==> src/sv/std_pkg.sv <==
//------------------------------------------------------------------------------
// std_pkg
// shared types and constants of the shader token decoder
//------------------------------------------------------------------------------
`default_nettype none
package std_pkg;
	localparam int unsigned NUM_INPUT_REGS    = 16;
	localparam int unsigned NUM_CONSTANT_REGS = 96;
	localparam int unsigned MAX_INSTRUCTIONS  = 128;
	localparam int unsigned QDEPTH            = 4;
	localparam int unsigned QAW               = 2;

	localparam logic [1:0] KIND_INSTR  = 2'd0;
	localparam logic [1:0] KIND_ACCEPT = 2'd1;
	localparam logic [1:0] KIND_REFUSE = 2'd2;

	localparam logic [2:0] ERR_NONE     = 3'd0;
	localparam logic [2:0] ERR_OPCODE   = 3'd1;
	localparam logic [2:0] ERR_TRUNC    = 3'd2;
	localparam logic [2:0] ERR_TOO_MANY = 3'd3;
	localparam logic [2:0] ERR_SOURCE   = 3'd4;
	localparam logic [2:0] ERR_MODIFIER = 3'd5;
	localparam logic [2:0] ERR_CONST    = 3'd6;
	localparam logic [2:0] ERR_DEST     = 3'd7;

	typedef enum logic [4:0] {
		PH_VERSION = 5'b00001,
		PH_OPCODE  = 5'b00010,
		PH_DEST    = 5'b00100,
		PH_SOURCE  = 5'b01000,
		PH_SKIP    = 5'b10000
	} phase_t;

	// classified token handed from front to back
	typedef struct packed {
		logic [31:0] token;
		logic        final_token;
	} word_t;

	// one result word
	typedef struct packed {
		logic [1:0]  kind;
		logic [2:0]  error_code;
		logic [7:0]  slot;
		logic [3:0]  opcode;
		logic [1:0]  dest_file;
		logic [3:0]  dest_index;
		logic [3:0]  write_mask;
		logic [1:0]  source_count;
		logic [23:0] source_a;
		logic [23:0] source_b;
		logic [23:0] source_c;
	} result_t;

	function automatic logic [4:0] token_type(input logic [31:0] t);
		return {t[12:11], t[30:28]};
	endfunction

	// writable register check: {ok, file[1:0], idx[3:0]}
	function automatic logic [6:0] writable(input logic [4:0] ty, input logic [10:0] n);
		logic [6:0] r;
		r = 7'd0;
		if (ty == 5'd0 && n < 11'd12) r = {1'b1, 2'd0, n[3:0]};
		else if (ty == 5'd3 && n == 11'd0) r = {1'b1, 2'd1, 4'd0};
		else if (ty == 5'd4 && n < 11'd3) r = {1'b1, 2'd2, n[3:0]};
		else if (ty == 5'd5 && n < 11'd2) r = {1'b1, 2'd2, 4'd3 + n[3:0]};
		else if (ty == 5'd6 && n < 11'd8) r = {1'b1, 2'd2, 4'd5 + n[3:0]};
		return r;
	endfunction

	function automatic logic [1:0] sources_of(input logic [15:0] op);
		logic [1:0] r;
		case (op)
			16'd1: r = 2'd1;
			16'd2, 16'd3, 16'd5, 16'd8, 16'd9: r = 2'd2;
			16'd4: r = 2'd3;
			default: r = 2'd0;
		endcase
		return r;
	endfunction
endpackage
`default_nettype wire

==> src/sv/std_queue.sv <==
//------------------------------------------------------------------------------
// std_queue
// small register queue between front and back
//------------------------------------------------------------------------------
`default_nettype none
module std_queue (
	input  wire logic            clk,
	input  wire logic            arst_n,
	input  wire logic            wr,
	input  wire std_pkg::word_t  wdata,
	output logic                 full,
	input  wire logic            rd,
	output std_pkg::word_t       rdata,
	output logic                 empty
);
	std_pkg::word_t mem_q [std_pkg::QDEPTH];
	logic [std_pkg::QAW-1:0] wp_q, rp_q;
	logic [std_pkg::QAW:0]   cnt_q;
	logic do_wr, do_rd;

	assign full  = (cnt_q == 3'(std_pkg::QDEPTH));
	assign empty = (cnt_q == '0);
	assign do_wr = wr && !full;
	assign do_rd = rd && !empty;
	assign rdata = mem_q[rp_q];

	always_ff @(posedge clk) begin
		if (do_wr) mem_q[wp_q] <= wdata;
	end

	always_ff @(posedge clk or negedge arst_n) begin
		if (!arst_n) begin
			wp_q <= '0;
			rp_q <= '0;
			cnt_q <= '0;
		end else begin
			if (do_wr) wp_q <= wp_q + 1'b1;
			if (do_rd) rp_q <= rp_q + 1'b1;
			cnt_q <= cnt_q + {2'b0, do_wr} - {2'b0, do_rd};
		end
	end
endmodule
`default_nettype wire

==> src/sv/std_back.sv <==
//------------------------------------------------------------------------------
// std_back
// parse state machine and result queue
//------------------------------------------------------------------------------
`default_nettype none
module std_back (
	input  wire logic            clk,
	input  wire logic            arst_n,
	input  wire std_pkg::word_t  wd,
	input  wire logic            wd_valid,
	output logic                 wd_take,
	output std_pkg::result_t     res,
	output logic                 res_empty,
	input  wire logic            res_pop
);
	// result queue, four deep; a token needs room for two words
	std_pkg::result_t rq_q [4];
	logic [1:0] rwp_q, rrp_q;
	logic [2:0] rcnt_q;

	std_pkg::phase_t phase_q;
	logic [1:0]  pos_q, hcount_q;
	logic [3:0]  hop_q;
	logic [9:0]  hdest_q;
	logic [23:0] hsrc_q [3];
	logic [2:0]  perr_q;
	logic [7:0]  icount_q;

	std_pkg::phase_t phase_n;
	logic [1:0]  pos_n, hcount_n;
	logic [3:0]  hop_n;
	logic [9:0]  hdest_n;
	logic [23:0] hsrc_n [3];
	logic [2:0]  perr_n;
	logic [7:0]  icount_n;
	std_pkg::result_t r0, r1;
	logic [1:0] nres;

	logic [31:0] t;
	logic        fin;
	logic [15:0] op;
	logic [1:0]  ns;
	logic [6:0]  wr_d;
	logic [4:0]  ty;
	logic [10:0] n;
	logic [2:0]  serr;
	logic [23:0] sval;
	logic [2:0]  sfile;
	logic        srel, sneg;
	logic [6:0]  wr_s;
	logic [3:0]  mask;
	logic [1:0]  npos;
	logic        do_pop;

	assign wd_take = wd_valid && (rcnt_q <= 3'd2);
	assign do_pop  = res_pop && !res_empty;
	assign res_empty = (rcnt_q == 3'd0);
	assign res = rq_q[rrp_q];

	assign t   = wd.token;
	assign fin = wd.final_token;
	assign op  = t[15:0];
	assign ns  = std_pkg::sources_of(op);
	assign ty  = std_pkg::token_type(t);
	assign n   = t[10:0];
	assign wr_d = std_pkg::writable(ty, n);
	assign wr_s = wr_d;
	assign mask = (t[19:16] == 4'd0) ? 4'd15 : t[19:16];
	assign npos = pos_q + 2'd1;

	// source operand decode
	always_comb begin
		serr = std_pkg::ERR_NONE;
		sfile = 3'd0;
		srel = 1'b0;
		sneg = 1'b0;
		sval = '0;
		if (ty == 5'd1) begin
			if (n < 11'(std_pkg::NUM_INPUT_REGS)) sfile = 3'd3;
			else serr = std_pkg::ERR_SOURCE;
		end else if (ty == 5'd2) begin
			if (t[13]) begin
				srel = 1'b1;
				sfile = 3'd4;
			end else if (n < 11'(std_pkg::NUM_CONSTANT_REGS)) sfile = 3'd4;
			else serr = std_pkg::ERR_CONST;
		end else if (!wr_s[6]) begin
			serr = std_pkg::ERR_SOURCE;
		end else begin
			sfile = {1'b0, wr_s[5:4]};
		end
		if (serr == std_pkg::ERR_NONE) begin
			if (t[27:24] == 4'd1) sneg = 1'b1;
			else if (t[27:24] != 4'd0) serr = std_pkg::ERR_MODIFIER;
		end
		if (serr == std_pkg::ERR_NONE) begin
			sval = {t[23:16], sneg, srel, sfile,
				(ty == 5'd1 || ty == 5'd2) ? n : {7'd0, wr_s[3:0]}};
		end
	end

	function automatic std_pkg::result_t rep(input logic [1:0] k, input logic [2:0] e,
			input logic [7:0] c);
		std_pkg::result_t r;
		r = '0;
		r.kind = k;
		r.error_code = e;
		r.slot = c;
		return r;
	endfunction

	always_comb begin
		phase_n = phase_q;
		pos_n = pos_q;
		hcount_n = hcount_q;
		hop_n = hop_q;
		hdest_n = hdest_q;
		hsrc_n = hsrc_q;
		perr_n = perr_q;
		icount_n = icount_q;
		r0 = '0;
		r1 = '0;
		nres = 2'd0;
		case (phase_q)
			std_pkg::PH_VERSION: begin
				icount_n = '0;
				if (fin) begin
					r0 = rep(std_pkg::KIND_ACCEPT, std_pkg::ERR_NONE, 8'd0);
					nres = 2'd1;
				end else phase_n = std_pkg::PH_OPCODE;
			end
			std_pkg::PH_OPCODE: begin
				if (op == 16'hffff) begin
					r0 = rep(std_pkg::KIND_ACCEPT, std_pkg::ERR_NONE, icount_q);
					nres = 2'd1;
					phase_n = fin ? std_pkg::PH_VERSION : std_pkg::PH_SKIP;
				end else if (ns == 2'd0) begin
					r0 = rep(std_pkg::KIND_REFUSE, std_pkg::ERR_OPCODE, icount_q);
					nres = 2'd1;
					phase_n = fin ? std_pkg::PH_VERSION : std_pkg::PH_SKIP;
				end else if (fin) begin
					r0 = rep(std_pkg::KIND_REFUSE, std_pkg::ERR_TRUNC, icount_q);
					nres = 2'd1;
					phase_n = std_pkg::PH_VERSION;
				end else begin
					hop_n = op[3:0];
					hcount_n = ns;
					hsrc_n[0] = '0;
					hsrc_n[1] = '0;
					hsrc_n[2] = '0;
					perr_n = (icount_q >= 8'(std_pkg::MAX_INSTRUCTIONS)) ?
						std_pkg::ERR_TOO_MANY : std_pkg::ERR_NONE;
					pos_n = '0;
					phase_n = std_pkg::PH_DEST;
				end
			end
			std_pkg::PH_DEST: begin
				if (fin) begin
					r0 = rep(std_pkg::KIND_REFUSE, std_pkg::ERR_TRUNC, icount_q);
					nres = 2'd1;
					phase_n = std_pkg::PH_VERSION;
				end else begin
					hdest_n = wr_d[6] ? {wr_d[5:4], wr_d[3:0], mask} : {2'd3, 4'd0, mask};
					phase_n = std_pkg::PH_SOURCE;
				end
			end
			std_pkg::PH_SOURCE: begin
				if (pos_q != 2'd3) hsrc_n[pos_q] = sval;
				if (perr_q == std_pkg::ERR_NONE && serr != std_pkg::ERR_NONE) perr_n = serr;
				pos_n = npos;
				if (npos < hcount_q) begin
					if (fin) begin
						r0 = rep(std_pkg::KIND_REFUSE, std_pkg::ERR_TRUNC, icount_q);
						nres = 2'd1;
						phase_n = std_pkg::PH_VERSION;
					end
				end else if (perr_n != std_pkg::ERR_NONE) begin
					r0 = rep(std_pkg::KIND_REFUSE, perr_n, icount_q);
					nres = 2'd1;
					phase_n = fin ? std_pkg::PH_VERSION : std_pkg::PH_SKIP;
				end else if (hdest_q[9:8] == 2'd3) begin
					r0 = rep(std_pkg::KIND_REFUSE, std_pkg::ERR_DEST, icount_q);
					nres = 2'd1;
					phase_n = fin ? std_pkg::PH_VERSION : std_pkg::PH_SKIP;
				end else begin
					r0.kind = std_pkg::KIND_INSTR;
					r0.error_code = std_pkg::ERR_NONE;
					r0.slot = icount_q;
					r0.opcode = hop_q;
					r0.dest_file = hdest_q[9:8];
					r0.dest_index = hdest_q[7:4];
					r0.write_mask = hdest_q[3:0];
					r0.source_count = hcount_q;
					r0.source_a = hsrc_n[0];
					r0.source_b = hsrc_n[1];
					r0.source_c = hsrc_n[2];
					icount_n = icount_q + 8'd1;
					if (fin) begin
						r1 = rep(std_pkg::KIND_ACCEPT, std_pkg::ERR_NONE, icount_n);
						nres = 2'd2;
						phase_n = std_pkg::PH_VERSION;
					end else begin
						nres = 2'd1;
						phase_n = std_pkg::PH_OPCODE;
					end
				end
			end
			default: begin
				if (fin) phase_n = std_pkg::PH_VERSION;
			end
		endcase
	end

	always_ff @(posedge clk) begin
		if (wd_take) begin
			if (nres != 2'd0) rq_q[rwp_q] <= r0;
			if (nres == 2'd2) rq_q[rwp_q + 2'd1] <= r1;
		end
	end

	always_ff @(posedge clk or negedge arst_n) begin
		if (!arst_n) begin
			rwp_q <= '0;
			rrp_q <= '0;
			rcnt_q <= '0;
			phase_q <= std_pkg::PH_VERSION;
			pos_q <= '0;
			hcount_q <= '0;
			hop_q <= '0;
			hdest_q <= '0;
			hsrc_q[0] <= '0;
			hsrc_q[1] <= '0;
			hsrc_q[2] <= '0;
			perr_q <= '0;
			icount_q <= '0;
		end else begin
			if (do_pop) rrp_q <= rrp_q + 2'd1;
			if (wd_take) begin
				rwp_q <= rwp_q + nres;
				phase_q <= phase_n;
				pos_q <= pos_n;
				hcount_q <= hcount_n;
				hop_q <= hop_n;
				hdest_q <= hdest_n;
				hsrc_q <= hsrc_n;
				perr_q <= perr_n;
				icount_q <= icount_n;
			end
			rcnt_q <= rcnt_q + (wd_take ? {1'b0, nres} : 3'd0) - {2'b0, do_pop};
		end
	end
endmodule
`default_nettype wire

==> src/sv/shader_token_decoder.sv <==
// Shader token decoder.
// Input channel: push/full with token and final_token; one program dword per
// word, final_token set on the program's last dword. The version token is
// skipped, then opcode, destination and source tokens are parsed.
// Result channel: empty/pop with kind, error_code, slot and the decoded
// fields; the oldest result is shown while empty is low.
// Throughput: one token per cycle sustained. A token enters a four-entry
// queue (front), the parser (back) takes one per cycle while its four-entry
// result queue has room for two words.
// Path: a token that completes a group is written into the token queue; the
// parser takes it from there once the result queue has room for two words
// and writes its result into the result queue register.
// Reset clears both queues and returns the parser to expecting a version.
// When the receiver stalls the result queue fills, the parser stops taking
// tokens and the token queue raises full once its four entries are used.
`default_nettype none
module shader_token_decoder (
	input  wire logic        clk,
	input  wire logic        arst_n,
	input  wire logic        push,
	output logic             full,
	input  wire logic [31:0] token,
	input  wire logic        final_token,
	output logic             empty,
	input  wire logic        pop,
	output logic [1:0]       kind,
	output logic [2:0]       error_code,
	output logic [7:0]       slot,
	output logic [3:0]       opcode,
	output logic [1:0]       dest_file,
	output logic [3:0]       dest_index,
	output logic [3:0]       write_mask,
	output logic [1:0]       source_count,
	output logic [23:0]      source_a,
	output logic [23:0]      source_b,
	output logic [23:0]      source_c
);
	std_pkg::word_t   in_w, q_w;
	std_pkg::result_t res;
	logic q_empty, q_take;

	assign in_w.token = token;
	assign in_w.final_token = final_token;

	std_queue u_queue (
		.clk(clk), .arst_n(arst_n),
		.wr(push), .wdata(in_w), .full(full),
		.rd(q_take), .rdata(q_w), .empty(q_empty)
	);

	std_back u_back (
		.clk(clk), .arst_n(arst_n),
		.wd(q_w), .wd_valid(!q_empty), .wd_take(q_take),
		.res(res), .res_empty(empty), .res_pop(pop)
	);

	assign kind = res.kind;
	assign error_code = res.error_code;
	assign slot = res.slot;
	assign opcode = res.opcode;
	assign dest_file = res.dest_file;
	assign dest_index = res.dest_index;
	assign write_mask = res.write_mask;
	assign source_count = res.source_count;
	assign source_a = res.source_a;
	assign source_b = res.source_b;
	assign source_c = res.source_c;
endmodule
`default_nettype wire

==> config.mk <==
export PLATFORM = sky130hd
export DESIGN_NAME = shader_token_decoder
export DESIGN_NICKNAME = d
export VERILOG_FILES = /design/src/sv/std_pkg.sv /design/src/sv/std_queue.sv /design/src/sv/std_back.sv /design/src/sv/shader_token_decoder.sv
export SDC_FILE = /design/constraint.sdc
export NUM_CORES = 1
export LEC_CHECK = 0
export ABC_AREA = 1
export ABC_CLOCK_PERIOD_IN_PS = 5100
export BUFFER_PORTS_ARGS = -buffer_cell sky130_fd_sc_hd__buf_2
export CORE_ASPECT_RATIO = 0.5
export CORE_MARGIN = 2
export CORE_UTILIZATION = 49
export CTS_CLUSTER_SIZE = 25
export DETAILED_ROUTE_END_ITERATION = 16
export GPL_TIMING_DRIVEN = 1
export PLACE_DENSITY = 0.75
export SLEW_MARGIN = 20
export SYNTH_ARGS = -nofsm -noshare
export SYNTH_HDL_FRONTEND = slang
export SYNTH_HIERARCHICAL = 1
export SYNTH_SLANG_ARGS = --single-unit
==> constraint.sdc <==
create_clock -name clk -period 5.1 [get_ports clk]
set_input_delay 0.51 -clock clk [delete_from_list [all_inputs] [get_ports clk]]
set_output_delay 0.51 -clock clk [all_outputs]
set_load 0.03 [all_outputs]
# ---- After elaboration in Yosys (flattened, before gate mapping)
# Memories as Yosys holds them, arrays and structs flattened.
# Cells that the tools add are included.
# Widths: inputs -> output; s select.
dict set report op_classes {
  reduce_logical 37
  shift 0
  multipliers 0
  add_sub_neg 13
  magnitude_cmp 11
  bitwise_logic 4
  n_div 0
  n_mux 95
  eq_ne 30
}
# operator n
set op_table {}
lappend op_table {{$mux 101} 10}
lappend op_table {{$pmux 101 s4} 1}
lappend op_table {{$mux 72} 4}
lappend op_table {{$mux 100} 2}
lappend op_table {{$pmux 72 s2} 1}
lappend op_table {{$bwmux 72} 1}
lappend op_table {{$mux 3} 19}
lappend op_table {{$demux 24 s2} 1}
lappend op_table {{$mux 24} 2}
lappend op_table {{$mux 5} 8}
lappend op_table {{$mux 7} 5}
lappend op_table {{$eq 16x2->1 const B} 2}
lappend op_table {{$eq 16x3->1 const B} 2}
lappend op_table {{$eq 16x4->1 const B} 2}
lappend op_table {{$mux 2} 14}
lappend op_table {{$mux 8} 3}
lappend op_table {{$lt 11x2->1 const B} 2}
lappend op_table {{$lt 11x4->1 const B} 2}
lappend op_table {{$eq 5x3->1 const B} 4}
lappend op_table {{$pmux 5 s4} 1}
lappend op_table {{$eq 16x1->1 const B} 1}
lappend op_table {{$eq 16x16->1 const B} 1}
lappend op_table {{$ne 2x2->1 const B} 8}
lappend op_table {{$pmux 8 s2} 1}
lappend op_table {{46 further kinds} 93}
dict set report word_totals {
  mem_count 2
  mem_bits_rw 536
  latch_bits 0
  reg_bits 120
  in_bits 37
  wordCells 208
  mem_bits_ro 0
  out_inout_bits 103
}
# name words width read_ports rd_ports_with_merged_regs wr line_no
set mem_list {}
lappend mem_list {u_back.rq_q 4 101 1 0 2 std_back.sv:17} ;# std_pkg::result_t rq_q [4];
lappend mem_list {u_queue.mem_q 4 33 1 0 1 std_queue.sv:16} ;# std_pkg::word_t mem_q [std_pkg::QDEPTH];

# ---- Logic depth before layout (Yosys ltp)
# Gate-level depths: netlist of run 1.
# An unclocked memory read counts as a cell.
dict set report depth {
  depth_word 26
  ltp_mapped 27
  ltp_nobuf 25
}

# ---- Modules after synthesis
# Netlist of run 1, hierarchy kept.
# mod area_per_inst_um2 instances seq_area_each_um2 cells_each
set by_module_without_submodules {}
lappend by_module_without_submodules {std_back 28304.6 1 11277.1 4442}
lappend by_module_without_submodules {std_queue 5611.6 1 4139.0 478}
lappend by_module_without_submodules {shader_token_decoder 3.8 1 0.0 1}

# ---- Least setup slack after synthesis of run 1
# OpenSTA, ideal clock, no wires.
dict set report synth_timing {
  kind {register -> register}
  from {register u_queue/rp_q[0] (netlist name)}
  to {memory u_back/rq_q[3][88] (netlist name), enable pin}
  synth_period_minus_slack_ns 3.593
  path_stages_with_launch 20
  t_required_ns 4.766
  setup_time_ns 0.334
  n_path_buf 3
  t_arrival_ns 3.259
  setup_slack_ns 1.507
  path_cell_list {dfrtp_1 > inv_1 > buf_1 > o21ai_1 > nand2_1 > inv_1 > ha_1 > nand4_1 > nor2_1 > o21ai_2 > nand3_2 > nand3_1 > nand3_2 > nor2_8 > nand4_2 > nor2_4 > nand2_1 > buf_2 > buf_2 > nand2_1}
}
# element line_no
set synth_lines {}
lappend synth_lines {{from (decl)} std_queue.sv:17} ;# logic [std_pkg::QAW-1:0] wp_q, rp_q;
lappend synth_lines {{from (signal assigned)} std_queue.sv:38} ;# if (do_rd) rp_q <= rp_q + 1'b1;
lappend synth_lines {{to (decl)} std_back.sv:17}

==> results of run 1 <==
-- layer usage --
metal,GRT usage,share of wire
met1,0.368,0.43
met4,0.0771,0.022
met2,0.436,0.45
met5,0,0.00053
met3,0.0553,0.099
-- critical path, delay by kind of cell, from the launching register on --
family | cells | cell delay [ps]
and+or+nand+nor | 17 | 2550
buffers and inverters | 2 | 800
DFF | 1 | 750
AOI/OAI and AO/OA | 2 | 370
-- worst max-delay path by stage --
stage / end / slack (ps) / cells after the start
2_1_floorplan: u_back/rq_q[3][88]$_DFFE_PP_ / 1520 / 19
3_5_place_dp: u_back/rq_q[0][88]$_DFFE_PP_ / 350 / 19
5_1_grt: u_back/rq_q[3][38]$_SDFFE_PP0N_ / 2 / 22
4_1_cts: u_back/rq_q[3][90]$_DFFE_PP_ / 340 / 19
6_report: u_back/rq_q[0][61]$_SDFFE_PP0P_ / 340 / 21
3_3_place_gp: u_back/rq_q[0][90]$_DFFE_PP_ / 460 / 21
-- cell usage in the layout, fill, tap and decap left out, types with 5 or more instances in the layout --
cell and instances:
nor3_1 17, nand2_4 5, dfrtp_1 117, nand3_2 5, nand2_1 1340, o21ai_0 252, dfxtp_1 368, nand2_2 6
o22ai_1 40, buf_4 40, o21ai_1 39, clkbuf_16 59, a21oi_1 344, nand4_1 286, nor2_4 9, nand3_4 6
nand3_1 55, xor2_1 6, inv_1 794, buf_12 11, nor2_2 9, a31oi_1 6, edfxtp_1 164, buf_2 137
clkinv_1 6, clkbuf_1 16, inv_2 17, clkbuf_8 12, nor2_1 635, clkinv_2 8, ha_1 22
-- power breakdown --
part | switching, mW | total [mW] | internal (mW)
clock network | 2.05 | 4.57 | 2.52
registers | 0.799 | 7.96 | 7.16
logic | 9.16 | 12.6 | 3.46
-- registers in the layout, indices dropped and copies added (netlist names) --
name and cells:
u_back/perr_q 3, u_back/hdest_q 10, u_queue/cnt_q 3, u_back/pos_q 2, u_queue/rp_q 2, u_back/icount_q 8
u_queue/wp_q 2, u_back/phase_q 5, u_back/hsrc_q 72, u_back/hop_q 4, u_back/rwp_q 2, u_queue/mem_q 128
u_back/rrp_q 2, u_back/rq_q 404, u_back/rcnt_q 3, u_back/hcount_q 2
-- per-stage QoR --
step	power, mW	cells	worst slack [ps]
finish	25.1	5785	337
global route	26.9	5784	1.78
CTS	25.0	5784	339
detailed placement	20.5	5672	350
global placement	20.1	5672	456
floorplan	17.1	4909	1520
-- final cells by class --
cell class / count / area, um^2 / area share
diodes: 1 / 2.50 / 0.0000679
repair buffers: 191 / 1270 / 0.0345
inverters: 817 / 3080 / 0.0837
clock inverters: 22 / 241 / 0.00656
multi-input cells: 3116 / 14100 / 0.383
flip-flops and latches: 652 / 15300 / 0.415
clock buffers: 89 / 1710 / 0.0465
well taps: 897 / 1120 / 0.0305
-- timing repair --
item / CTS / global route
resized for setup: 0 / 2
endpoints found under the hold margin: 59 / 0
hold buffers: 1 / 0
setup endpoints to repair: 0 / 7
==> summary.json, run 1 <==
{
  "worstHoldEndpoint": "u_queue/mem_q[0][22]$_DFFE_PP_",
  "h-tree-depth": 2,
  "critPathSlowestCell": "dfrtp_2",
  "vdd.ir_drop.worst_uv": 414,
  "final_min_period_over_clock_period": 0.934,
  "vias_after_detailed_routing": 30900,
  "finalInstanceArea_mm2": 0.0368,
  "holdWs_ps": 89.1,
  "global_route_wire_length_before_repair_um": 155000,
  "synthesis_warnings": 6,
  "cp_cell_sequence": "buf_12 -> nand2_1 -> o21ai_0 -> nand2_1 -> nand2_1 -> nand2_1 -> nand2_1 -> nor2_1 -> o21ai_2 -> nand3_2 -> nand3_1 -> nand3_2 -> nor2_8 -> nand3_1 -> nand3_2 -> nand3_4 -> nand3_4 -> buf_16 -> nand2_1 -> nand2_1 -> nor2_1",
  "netlist_area_mm2": 0.0338,
  "drv.max_cap_violation_count": 0,
  "postLayoutCoreUtil": 0.545,
  "boundaryPins": 140,
  "worstHoldPathCells": 1,
  "detailedRoute.firstPassIterationCount": 6,
  "crit_type": "reg2reg",
  "dpl-instance-area_mm2": 0.0349,
  "numCtsBuffers": 59,
  "end_of_the_worst_register_to_register_path": "u_back/rq_q[0][61]$_SDFFE_PP0P_",
  "cp.required_ps": 5620,
  "finalClockSkew_ps": 36.9,
  "rows": 67,
  "power.density_cell_area_mw_per_mm2": 683,
  "global_route_usage_over_all_layers": 0.270,
  "rr_startpoint": "u_queue/rp_q[0]$_DFFE_PN0P_",
  "timing.critical_path.to_type": "flop",
  "first_element_of_the_critical_path": "u_queue/rp_q[0]$_DFFE_PN0P_",
  "logic_depth_of_the_worst_register_to_register_path": 21,
  "initial_utilization": 0.500,
  "hold_fails_final_rpt": 0,
  "clk_latency_ps": 660,
  "setup_total_negative_slack_ps": 0,
  "clock_tree.root_cell": "clkbuf_16",
  "clock.fmax_mhz": 210,
  "drc_errors": 0,
  "grt_overflow": 0,
  "start_kind": "flop",
  "path_clk_slew_ps": 70,
  "die_h_um": 190,
  "antenna_left": 0,
  "cts.sink_count": 652,
  "synthCells": 4909,
  "hold_path.class": "in2reg",
  "worst_slew_margin_rel": 0.232,
  "grt_start_max_net_pins": 127,
  "critPathMaxStageDelay_ps": 750,
  "layout-area-overhead-vs-synth_pct": 9.09,
  "die_width_um": 375,
  "place_congestion": 0.884,
  "layout-drive-gt1-share": 0.0726,
  "timing.final.setup_violations": 0,
  "postSynthAreaPerCell_um2": 6.88,
  "r2r_slack_ps": 340,
  "net_count_of_the_mapped_netlist": 4970,
  "port_buffers": 138,
  "grt_pass1_vias": 28600,
  "design.core.area_mm2": 0.0676,
  "final_period_minus_worst_setup_slack_ps": 4760,
  "cts_buffer_depth": 3,
  "cts_setup_buffers": 0,
  "run_status": "completed",
  "die-area_mm2": 0.0712,
  "dr.first_iter.drc_count": 3261,
  "cellLeakagePower_nw": 20.9,
  "final_nets": 4898,
  "hpwl_after_dpl_um": 56700,
  "detail_routed_net_length_per_standard_cell_um": 16.9,
  "critical_path.most_common_cell": "nand2_1",
  "antenna_violations_before_repair": 5,
  "worst-slew-pin-transition_ps": 1140,
  "tritoncts_clock_tree": "built",
  "worstPathMaxFanout": 124,
  "rsz_0062_raised_after_global_routing": "false",
  "fillCellCount": 6220,
  "worst_ep_arrival_time_ps": 5290,
  "via_cell_ratio": 5.35,
  "timing.hold.worst.start": "token[21]",
  "routed_wl_um": 97600,
  "slew_violations": 0
}
Note: power is estimated with default switching activity, not from simulation.
==> inputs of run 2 (changes only) <==
--- a/config.mk
+++ b/config.mk
@@ -10,11 +10,11 @@
 export BUFFER_PORTS_ARGS = -buffer_cell sky130_fd_sc_hd__buf_2
 export CORE_ASPECT_RATIO = 0.5
 export CORE_MARGIN = 2
-export CORE_UTILIZATION = 49
+export CORE_UTILIZATION = 40
 export CTS_CLUSTER_SIZE = 25
 export DETAILED_ROUTE_END_ITERATION = 16
 export GPL_TIMING_DRIVEN = 1
-export PLACE_DENSITY = 0.75
+export PLACE_DENSITY = 0.65
 export SLEW_MARGIN = 20
 export SYNTH_ARGS = -nofsm -noshare
 export SYNTH_HDL_FRONTEND = slang
==> run 2 against run 1 <==
Against the previous run:
- flip-flop and latch count unchanged
- non-clock buffer count increased by 18
- critical path depth increased by 1
- total power increased by 1.5%
- final cell count increased by 4.2%
- worst hold slack got worse by 17 ps
- utilization decreased by 9.9 points
- global-route usage decreased by 4.3 points
- fmax increased by 2.8%
- first-iteration DRC count decreased by 9.6%
- count of clock-buffer cells in the layout decreased by 11
- design area increased by 1.4%
- critical path type unchanged
- largest cell class unchanged
- largest power group unchanged
==> summary.json, run 2 (same netlist as run 1, synthesis figures left out) <==
{
  "design_power_total_mw": 25.5,
  "postLayoutCoreUtil": 0.446,
  "layout-area-overhead-vs-synth_pct": 10.7,
  "slew_violations": 0,
  "grt_start_max_net_pins": 204,
  "numCtsBuffers": 61,
  "grt_pass1_vias": 28100,
  "vdd.ir_drop.worst_uv": 543,
  "register_area_mm2": 0.0153,
  "most_common_library_cell_in_the_layout_ignoring_fill_and_taps": "nand2_1",
  "path_clk_slew_ps": 70,
  "seq_power_share": 0.312,
  "rows": 75,
  "r2r_slack_ps": 470,
  "worst_ep_arrival_time_ps": 5020,
  "hold_fails_final_rpt": 0,
  "final_cell_mix": "nand2_1 (1340), inv_1 (794), nor2_1 (635)",
  "registers.top_by_ff_count": "u_back/rq_q",
  "global_route_usage_over_all_layers": 0.227,
  "cellLeakagePower_nw": 21.0,
  "hold_path.class": "in2reg",
  "power.density_cell_area_mw_per_mm2": 683,
  "cts_buffer_depth": 3,
  "run_status": "completed",
  "largest_register_ffs": 404,
  "tritoncts_clock_tree": "built",
  "clock_tree.root_cell": "clkbuf_16",
  "end_of_the_worst_register_to_register_path": "u_back/rq_q[2][90]$_DFFE_PP_",
  "p_int_mw": 13.4,
  "h-tree-depth": 2,
  "fillCellCount": 8445,
  "cts.sink_count": 652,
  "antenna_violations_before_repair": 14,
  "detail_routed_net_length_per_standard_cell_um": 16.8,
  "rr_startpoint": "u_queue/rp_q[1]$_DFFE_PN0P_",
  "combPwrFrac": 0.497,
  "clk_latency_ps": 660,
  "cts-resized-gates": 0,
  "grt_overflow": 0,
  "final_min_period_over_clock_period": 0.909,
  "setup_total_negative_slack_ps": 0,
  "rsz_0062_raised_after_global_routing": "false",
  "hpwl_after_dpl_um": 60000,
  "boundaryPins": 140,
  "timing.critical_path.to_type": "flop",
  "initial_utilization": 0.403,
  "worst-slew-pin-transition_ps": 1100,
  "clock.fmax_mhz": 216,
  "drv.max_cap_violation_count": 0,
  "via_cell_ratio": 5.06,
  "start_kind": "flop",
  "dr.first_iter.drc_count": 2948,
  "first_element_of_the_critical_path": "u_queue/rp_q[1]$_DFFE_PN0P_",
  "drc_errors": 0,
  "net-switching-power_mw": 12.1,
  "crit_type": "reg2reg",
  "logic_depth_of_the_worst_register_to_register_path": 22,
  "die_h_um": 209,
  "final_nets": 4918,
  "final_period_minus_worst_setup_slack_ps": 4630,
  "timing.final.setup_violations": 0,
  "finalClockSkew_ps": 48.4,
  "routed_wl_um": 101000,
  "setup.worst_path.end": "u_back/rq_q[2][90]$_DFFE_PP_",
  "place_congestion": 0.830,
  "global_route_wire_length_before_repair_um": 157000,
  "holdWs_ps": 72.1,
  "reg_top3": "u_back/rq_q (404), u_queue/mem_q (128), u_back/hsrc_q (72)",
  "worstPathMaxFanout": 38,
  "port_buffers": 138,
  "multiInputGateArea_mm2": 0.0141,
  "worst_slew_margin_rel": 0.260,
  "switching_share": 0.474,
  "die-area_mm2": 0.0869,
  "detailedRoute.firstPassIterationCount": 5,
  "p_clk_frac": 0.191,
  "antenna_left": 0,
  "die_width_um": 415,
  "design.core.area_mm2": 0.0837,
  "vias_after_detailed_routing": 30500,
  "cp.required_ps": 5490,
  "layout-drive-gt1-share": 0.0768
}
-- run 2: metrics by stage --
| step | std cells | setup slack [ps] | area (um^2) |
|---|---|---|---|
| 3_5_place_dp | 5909 | 510 | 35200 |
| 3_3_place_gp | 5909 | 625 | 35200 |
| 4_1_cts | 6025 | 485 | 37400 |
| 2_1_floorplan | 4909 | 1520 | 33800 |
| 6_report | 6030 | 466 | 37400 |
| 5_1_grt | 6028 | 79.9 | 37400 |
-- run 2: critical path, stage by stage (launching register included) --
cell,delay [ps]
dfrtp_1,390
inv_2,440
buf_4,380
nor2_1,90
o21ai_1,80
nand2_1,140
nor2_1,160
nand2_2,130
nor2_4,210
nand2_2,110
nand2_1,90
nor2_2,50
nand3_2,90
nand3_4,120
nand2_2,130
nand2_4,80
nor2_8,150
nand3_1,100
nand3_2,110
nand3_4,260
nand3_4,330
buf_4,520
o22ai_1,140
-- run 2: what timing repair did --
action | 4_1_cts | 5_1_grt
hold buffers | 1 | 0
setup buffers | 0 | 0
endpoints found under the hold margin | 46 | 0
-- run 2: final cells by class --
cell class                 instances  share of cell area
sequential                       652               0.409
multi-input combinational       3116               0.377
timing repair buffer             209              0.0366
clock inverter                    37              0.0122
tap                             1116              0.0374
antenna                            5            0.000335
inverter                         817              0.0826
clock buffer                      78              0.0442
-- run 2: power groups by stage --
stage,Clock (mW),Combinational (mW),Sequential [mW]
CTS,4.96,12.6,7.95
global placement,0,12.3,7.97
finish,4.86,12.7,7.97
detailed placement,0,12.6,8.05
global route,5.18,14.1,8.15
floorplan,0,9.30,7.82
-- run 2: worst min-delay path by stage --
stage                                        startpoint                        endpoint  slack (ps)  depth (start not counted)
after CTS                                      token[1]   u_queue/mem_q[2][2]$_DFFE_PP_          30                          1
after global placement    u_back/hsrc_q[47]$_DFFE_PN0P_   u_back/hsrc_q[47]$_DFFE_PN0P_         460                          2
after global routing                           token[1]   u_queue/mem_q[2][2]$_DFFE_PP_          50                          1
after floorplan                                  arst_n  u_back/hcount_q[0]$_DFFE_PN0P_         210                          0
final                                         token[19]  u_queue/mem_q[3][20]$_DFFE_PP_          70                          1
after detailed placement  u_back/hsrc_q[64]$_DFFE_PN0P_   u_back/hsrc_q[64]$_DFFE_PN0P_         460                          2
-- run 2: layer usage --
metal | part of all wire | vias up | wire [um] | track usage
met3 | 0.089 | 202 | 8970 | 0.0581
met1 | 0.44 | 14100 | 44400 | 0.305
met4 | 0.029 | 14 | 2930 | 0.0715
li1 | - | 15200 | - | -
met5 | 0.00092 | - | 93 | 0
met2 | 0.44 | 986 | 44700 | 0.357
